<file path="src/pcf_payload_bit_framer_core_macros.svh">
// Assertion macros shared by the framer RTL.
// Depends on nothing; files that assert include it by its bare name.
`ifndef PCF_PAYLOAD_BIT_FRAMER_CORE_MACROS_SVH
`define PCF_PAYLOAD_BIT_FRAMER_CORE_MACROS_SVH

// Same-cycle implication, disabled while reset is held.
`define PCF_ASSERT_NOW(label, clk, rst, ante, cons) \
  label: assert property (@(posedge clk) disable iff (rst) (ante) |-> (cons)) \
    else $error("framer check failed");

// Next-cycle implication, disabled while reset is held.
`define PCF_ASSERT_NEXT(label, clk, rst, ante, cons) \
  label: assert property (@(posedge clk) disable iff (rst) (ante) |=> (cons)) \
    else $error("framer check failed");

`endif

</file>
<file path="src/pcf_pkg.sv">
// Shared types and constants of the payload bit framer.
// Used by pcf_framer, pcf_out_buf and the top level.
package pcf_pkg;

  localparam int BYTE_W      = 8;
  localparam int LEN_W       = 6;
  localparam int ID_W        = 2;
  localparam int IN_TDATA_W  = 16;
  localparam int MAX_RESULTS = 3;
  localparam int CNT_W       = 2;
  localparam int IDX_W       = 2;

  // Up to three framed bytes caused by one payload word.
  typedef struct packed {
    logic                                valid;
    logic [CNT_W-1:0]                    cnt;
    logic                                last;
    logic [MAX_RESULTS-1:0][BYTE_W-1:0]  bytes;
  } bundle_t;

endpackage

</file>
<file path="src/pcf_framer.sv">
// Input register, packet state and the combinational framing of one word.
// Depends on pcf_pkg and the assertion macro header.
`include "pcf_payload_bit_framer_core_macros.svh"

module pcf_framer
  import pcf_pkg::*;
#(
  parameter int MAX_PAYLOAD = 32
) (
  input  logic                  clk,
  input  logic                  rst,
  input  logic                  s_tvalid,
  output logic                  s_tready,
  input  logic [IN_TDATA_W-1:0] s_tdata,
  input  logic                  no_ack,
  input  logic                  buf_free,
  output bundle_t               bnd
);

  localparam logic [LEN_W-1:0] MaxLen = LEN_W'(MAX_PAYLOAD);

  logic              item_valid;
  logic [BYTE_W-1:0] item_data;
  logic [LEN_W-1:0]  item_len;

  logic              in_packet, in_packet_next;
  logic              carry_bit, carry_bit_next;
  logic [LEN_W-1:0]  bytes_left, bytes_left_next;
  logic [ID_W-1:0]   packet_id, packet_id_next;

  logic              take;
  logic [LEN_W-1:0]  len_clamped;

  assign take     = item_valid && buf_free;
  assign s_tready = !item_valid || buf_free;

  always_ff @(posedge clk) begin
    if (rst) begin
      item_valid <= 1'b0;
    end else if (s_tvalid && s_tready) begin
      item_valid <= 1'b1;
    end else if (take) begin
      item_valid <= 1'b0;
    end
  end

  always_ff @(posedge clk) begin
    if (s_tvalid && s_tready) begin
      item_data <= s_tdata[BYTE_W-1:0];
      item_len  <= s_tdata[BYTE_W +: LEN_W];
    end
  end

  always_ff @(posedge clk) begin
    if (rst) begin
      in_packet  <= 1'b0;
      carry_bit  <= 1'b0;
      bytes_left <= '0;
      packet_id  <= '0;
    end else if (take) begin
      in_packet  <= in_packet_next;
      carry_bit  <= carry_bit_next;
      bytes_left <= bytes_left_next;
      packet_id  <= packet_id_next;
    end
  end

  assign len_clamped = (item_len > MaxLen) ? MaxLen : item_len;

  always_comb begin
    in_packet_next  = in_packet;
    carry_bit_next  = carry_bit;
    bytes_left_next = bytes_left;
    packet_id_next  = packet_id;
    bnd.valid       = item_valid;
    bnd.cnt         = CNT_W'(1);
    bnd.last        = 1'b0;
    bnd.bytes       = '0;

    if (!in_packet) begin
      // Control byte: length in the low six bits, packet id on top.
      bnd.bytes[0] = {packet_id, len_clamped};
      if (len_clamped == '0) begin
        // Empty packet: control byte and a lone no-ack byte.
        bnd.bytes[1]    = {{(BYTE_W-1){1'b0}}, no_ack};
        bnd.cnt         = CNT_W'(2);
        bnd.last        = 1'b1;
        packet_id_next  = packet_id + ID_W'(1);
        bytes_left_next = '0;
      end else begin
        bnd.bytes[1]    = {item_data[BYTE_W-2:0], no_ack};
        carry_bit_next  = item_data[BYTE_W-1];
        bytes_left_next = len_clamped - LEN_W'(1);
        if (bytes_left_next == '0) begin
          bnd.bytes[2]   = {{(BYTE_W-1){1'b0}}, item_data[BYTE_W-1]};
          bnd.cnt        = CNT_W'(3);
          bnd.last       = 1'b1;
          packet_id_next = packet_id + ID_W'(1);
        end else begin
          bnd.cnt        = CNT_W'(2);
          in_packet_next = 1'b1;
        end
      end
    end else begin
      bnd.bytes[0]    = {item_data[BYTE_W-2:0], carry_bit};
      carry_bit_next  = item_data[BYTE_W-1];
      bytes_left_next = bytes_left - LEN_W'(1);
      if (bytes_left_next == '0) begin
        // Final byte carries only the top bit of the last payload byte.
        bnd.bytes[1]   = {{(BYTE_W-1){1'b0}}, item_data[BYTE_W-1]};
        bnd.cnt        = CNT_W'(2);
        bnd.last       = 1'b1;
        packet_id_next = packet_id + ID_W'(1);
        in_packet_next = 1'b0;
      end
    end
  end

  `PCF_ASSERT_NOW(a_left_nonzero, clk, rst, in_packet, bytes_left != '0)
  `PCF_ASSERT_NOW(a_three_only_first, clk, rst, item_valid && bnd.cnt == CNT_W'(3), !in_packet)
  `PCF_ASSERT_NEXT(a_last_ends_packet, clk, rst, take && bnd.last, !in_packet)

endmodule

</file>
<file path="src/pcf_out_buf.sv">
// Result register holding up to three framed bytes, drained one per cycle while m_tready is high.
// Depends on pcf_pkg.
module pcf_out_buf
  import pcf_pkg::*;
(
  input  logic              clk,
  input  logic              rst,
  input  bundle_t           bnd,
  output logic              buf_free,
  output logic              m_tvalid,
  input  logic              m_tready,
  output logic [BYTE_W-1:0] m_tdata,
  output logic              m_tlast
);

  logic [CNT_W-1:0]                   rem;
  logic [IDX_W-1:0]                   idx;
  logic                               last_flag;
  logic [MAX_RESULTS-1:0][BYTE_W-1:0] bytes_r;

  assign buf_free = (rem == '0) || ((rem == CNT_W'(1)) && m_tready);
  assign m_tvalid = (rem != '0);
  assign m_tdata  = bytes_r[idx];
  assign m_tlast  = last_flag && (rem == CNT_W'(1));

  always_ff @(posedge clk) begin
    if (rst) begin
      rem <= '0;
      idx <= '0;
    end else if (bnd.valid && buf_free) begin
      rem <= bnd.cnt;
      idx <= '0;
    end else if (m_tvalid && m_tready) begin
      rem <= rem - CNT_W'(1);
      idx <= idx + IDX_W'(1);
    end
  end

  always_ff @(posedge clk) begin
    if (bnd.valid && buf_free) begin
      bytes_r   <= bnd.bytes;
      last_flag <= bnd.last;
    end
  end

endmodule

</file>
<file path="src/pcf_payload_bit_framer_core.sv">
// Top level of the payload bit framer: no-ack register and the two stages.
// Depends on pcf_pkg, pcf_framer and pcf_out_buf.
//
//   channel  | direction | signals                          | word
//   ---------+-----------+----------------------------------+-------------------------
//   s_*      | in        | s_tvalid s_tready s_tdata        | payload byte + length
//   m_*      | out       | m_tvalid m_tready m_tdata m_tlast| one framed byte
//   cfg_*    | in        | cfg_valid cfg_ready cfg_data     | no-ack flag
//
// A payload word that produces one framed byte is taken every cycle while the
// output side keeps up. The first word of a packet produces two or three bytes
// and the last payload word two, so these hold the output port until all their bytes
// have left; the output port's one byte per cycle sets the rate.
// The first framed byte of a word passes the input register, then the result register.
// Reset is synchronous and clears the packet state, packet id and no-ack flag.
// A stall on the output holds the result register, and the input register
// then fills and drops s_tready.
module pcf_payload_bit_framer_core
  import pcf_pkg::*;
#(
  parameter int MAX_PAYLOAD = 32
) (
  input  logic                  clk,
  input  logic                  rst,
  input  logic                  s_tvalid,
  output logic                  s_tready,
  input  logic [IN_TDATA_W-1:0] s_tdata,   // [7:0] data_byte, [13:8] length, [15:14] zero
  output logic                  m_tvalid,
  input  logic                  m_tready,
  output logic [BYTE_W-1:0]     m_tdata,   // [7:0] frame_byte
  output logic                  m_tlast,
  input  logic                  cfg_valid,
  output logic                  cfg_ready,
  input  logic                  cfg_data
);

  // The no-ack flag is sampled by the framer when a packet's first word is
  // framed; the user must write it only while idle; the block does not enforce this.
  logic    no_ack_flag;
  bundle_t bnd;
  logic    buf_free;

  assign cfg_ready = 1'b1;

  always_ff @(posedge clk) begin
    if (rst) begin
      no_ack_flag <= 1'b0;
    end else if (cfg_valid && cfg_ready) begin
      no_ack_flag <= cfg_data;
    end
  end

  // Input register and the framing logic for one word.
  pcf_framer #(
    .MAX_PAYLOAD(MAX_PAYLOAD)
  ) u_framer (
    .clk      (clk),
    .rst      (rst),
    .s_tvalid (s_tvalid),
    .s_tready (s_tready),
    .s_tdata  (s_tdata),
    .no_ack   (no_ack_flag),
    .buf_free (buf_free),
    .bnd      (bnd)
  );

  // Result register; it takes a new bundle as its last byte leaves, so
  // single-byte words stream without a bubble.
  pcf_out_buf u_out_buf (
    .clk      (clk),
    .rst      (rst),
    .bnd      (bnd),
    .buf_free (buf_free),
    .m_tvalid (m_tvalid),
    .m_tready (m_tready),
    .m_tdata  (m_tdata),
    .m_tlast  (m_tlast)
  );

endmodule

</file>
<file path="config.mk">
export PLATFORM = sky130hd
export DESIGN_NAME = pcf_payload_bit_framer_core
export DESIGN_NICKNAME = d
export VERILOG_FILES = /design/src/pcf_pkg.sv /design/src/pcf_framer.sv /design/src/pcf_out_buf.sv /design/src/pcf_payload_bit_framer_core.sv
export VERILOG_INCLUDE_DIRS = /design/src /design/src/src
export SDC_FILE = /design/constraint.sdc
export NUM_CORES = 1
export LEC_CHECK = 0
export BUFFER_PORTS_ARGS = -buffer_cell sky130_fd_sc_hd__buf_2
export CAP_MARGIN = 20
export CELL_PAD_IN_SITES_DETAIL_PLACEMENT = 1
export CELL_PAD_IN_SITES_GLOBAL_PLACEMENT = 1
export CORE_AREA = 10 10 99 101
export DETAILED_ROUTE_END_ITERATION = 12
export DIE_AREA = 0 0 109 111
export PLACE_DENSITY_LB_ADDON = 0.1
export SLEW_MARGIN = 10
export SYNTH_ARGS = -nofsm -noshare
export SYNTH_HDL_FRONTEND = slang
export SYNTH_SLANG_ARGS = --single-unit
</file>
<file path="constraint.sdc">
create_clock -name clk -period 3 [get_ports clk]
set_input_delay 0.15 -clock clk [delete_from_list [all_inputs] [get_ports clk]]
set_output_delay 0.15 -clock clk [all_outputs]
set_load 0.01 [all_outputs]
</file>
==> impl_metrics.yaml <==
run_status:
  outcome: "completed"
cells_and_area:
  area.sequential_um2: 1280
  antennaDiodeCount: 0
  area_delta_synth_final_pct: 14.3
  design_area_um2: 2630
  fill_cells: 913
  multi_input_area_um2: 920
  fin_nets: 273
  layout-drive-gt1-share: 0.176
  final_core_util: 0.330
timing:
  min_period_ns: 2.35
  drv_slew: 0
  holdWs_ns: 0.0191
  setup_viol: 0
  max_clock_freq_mhz: 425
  finalWorstSetupSlack_ns: 0.647
  rsz0062_at_grt: "false"
  worstMarginPinSlew_ns: 0.684
  finalHoldViolCount: 0
  fin_tns_setup_ns: 0
  slew_headroom: 0.544
  period_share: 0.784
  finClkSkew_ns: 0.00699
critical_path:
  criticalPathCategory: "register to register"
  critPathMaxStageDelay_ns: 0.55
  critPathCaptureType: "register"
  cp_max_fo: 11
  crit_required_ns: 3.23
  startpoint_type: "register"
  path_depth: 6
  slowest_stage: "or4_1"
  reg2regPathDepth: 6
  critical_path.top_delay_family: "simple AND/OR/NAND/NOR gates"
  cp_num_buf_inv: 0
  cp_cell_sequence: "nand2b_1, ha_1, xnor2_1, a41oi_1, or4_1, a21oi_1"
  cp_data_arrival_time_ns: 2.59
  r2r_slack_ns: 0.65
cts:
  cts.sinks: 48
  ctsResizeCount: 0
  cts_hold_buf: 0
  cts_root_buf: "clkbuf_8"
  clockBufferDepth: 2
  h-tree-depth: 2
  clkTransAtPathRegs_ns: 0.09
  cts_buffers: 5
  clk_latency_ns: 0.30
  cts_tree: "built"
  cts_setup_buffers: 0
route:
  ant_nets: 0
  drt_pass1_iterations: 4
  wire_per_inst_um: 15.7
  wirelength_mm: 5.50
  routed_via_density: 4.77
  drc: 0
  drt_iter0_markers: 72
  detailroute.via_count: 1669
die:
  die_w_um: 109
  num_rows: 33
  core_um2: 7970
  dieArea_um2: 12100
  die_h_um: 111
  start_util: 0.289
  io_pins: 34
synth:
  syn_inst: 217
  syn_area_um2: 2300
  async_flop_share: 0
  ys_ff_latch: 48
  ys_types: 42
  synth_seq_area_share: 0.557
  synth-edff-count: 32
  ys_warn_count: 0
  syn_avg_cell_area_um2: 10.6
  ys_dominant_reg_cell: "edfxtp_1"
  synth_fp_nets: 246
placed_design:
  place_area_um2: 2550
  dpl_worst_slack_ns: 0.653
  hpwl_mm: 3.98
  port_buffers: 30
  gp_congestion: 0.779
grt:
  grt_pass1_vias: 1665
  gr-total-overflow: 0
  grt_pass1_wl_mm: 8.89
  antenna_found_initial: 0
  grt_max_degree: 23
  grt_usage: 0.0918
run:
  drv_cap: 0
power_and_ir_drop:
  vdd_drop_max_mv: 0.199
  power.density_nw_per_um2: 662
  power_leakage_nw: 0.977
worst_hold_path:
  hold_class: "input port to register"
  min_path_cells: 1
==> cells in the final DEF (no fill, tap or decap), types with 2 or more instances in the layout <==
cell and n:
mux2_2 2, nand3_1 5, clkbuf_1 2, nor3b_1 2, nor2b_1 2, nor2_1 15, ha_1 7, buf_2 30
and2_1 10, a21oi_1 10, dfxtp_1 16, a21o_1 3, clkbuf_8 5, o31a_1 2, buf_4 4, nor3_1 7
mux2i_1 10, a31oi_1 4, o21ai_0 18, edfxtp_1 32, nand2_1 17, nand2b_1 5, xnor2_1 3, inv_1 10
xor2_1 2, nor4_1 5
==> worst reg2reg max path, cell delays in order (launching register included) <==
cell and delay [ns]:
edfxtp_1 0.54, nand2b_1 0.30, ha_1 0.29, xnor2_1 0.18, a41oi_1 0.29, or4_1 0.55
a21oi_1 0.14
==> final cells by class <==
class | count | area share
Sequential cell | 48 | 0.487
Timing Repair Buffer | 34 | 0.0685
Tap cell | 105 | 0.0499
Multi-Input combinational cell | 145 | 0.350
Inverter | 10 | 0.0143
Clock buffer | 7 | 0.0290
Clock inverter | 1 | 0.00190
==> flip-flops by register name, summed over array words and instances, names as in the netlist <==
register             flops
u_framer.packet_id       2
u_framer.carry_bit       1
u_out_buf.rem            2
u_framer.in_packet       1
u_out_buf.idx            2
u_out_buf.last_flag      1
u_framer.item_data       8
u_framer.item_valid      1
no_ack_flag              1
u_framer.bytes_left      6
u_out_buf.bytes_r       17
u_framer.item_len        6
==> routing by layer <==
metal  share of wire  global-route usage
met2            0.49               0.145
met1            0.47               0.121
met4          0.0084              0.0211
met3           0.037              0.0238
met5               0                   0
==> synthesized netlist by cell type (7+ instances only) <==
cell type | count | share of area
mux2i_1 | 10 | 0.043
nand2_1 | 17 | 0.028
o21ai_0 | 18 | 0.039
nor3_1 | 7 | 0.015
inv_1 | 10 | 0.016
clkbuf_1 | 11 | 0.018
and2_1 | 10 | 0.027
a21oi_1 | 10 | 0.022
nor2_1 | 15 | 0.024
ha_1 | 7 | 0.038
edfxtp_1 | 32 | 0.42
dfxtp_1 | 16 | 0.14
==> cell families after synthesis <==
| logic type | share of synthesized area |
|---|---|
| compound gates | 0.118 |
| xor+xnor | 0.0190 |
| fa+ha+maj | 0.0380 |
| buf+inv | 0.0440 |
| flops | 0.557 |
| mux | 0.0533 |
| other cells | 0.00163 |
| simple gates | 0.169 |
==> path summary, 6_finish.rpt <==
check / from / end
hold / removal: s_tdata[3] / u_framer.item_data[3]
setup reg to reg: u_framer.item_len[5] / u_framer.packet_id[1]
setup / recovery: u_framer.item_len[5] / u_framer.packet_id[1]
hold reg to reg: u_framer.packet_id[1] / u_framer.packet_id[1]
==> power breakdown <==
part,leakage [nW],internal [mW],switching [mW],total (mW)
sequential,0.437,0.816,0.0821,0.898
combinational,0.498,0.193,0.272,0.465
clock,0.0422,0.164,0.214,0.379
total,0.977,1.17,0.569,1.74
==> through the flow <==
stage | power, mW | std cells
final | 1.74 | 350
after global routing | 1.87 | 350
after CTS | 1.78 | 350
after detailed placement | 1.39 | 342
after global placement | 1.38 | 342
after floorplan | 1.22 | 217
Power figures use the tool's default switching activity.
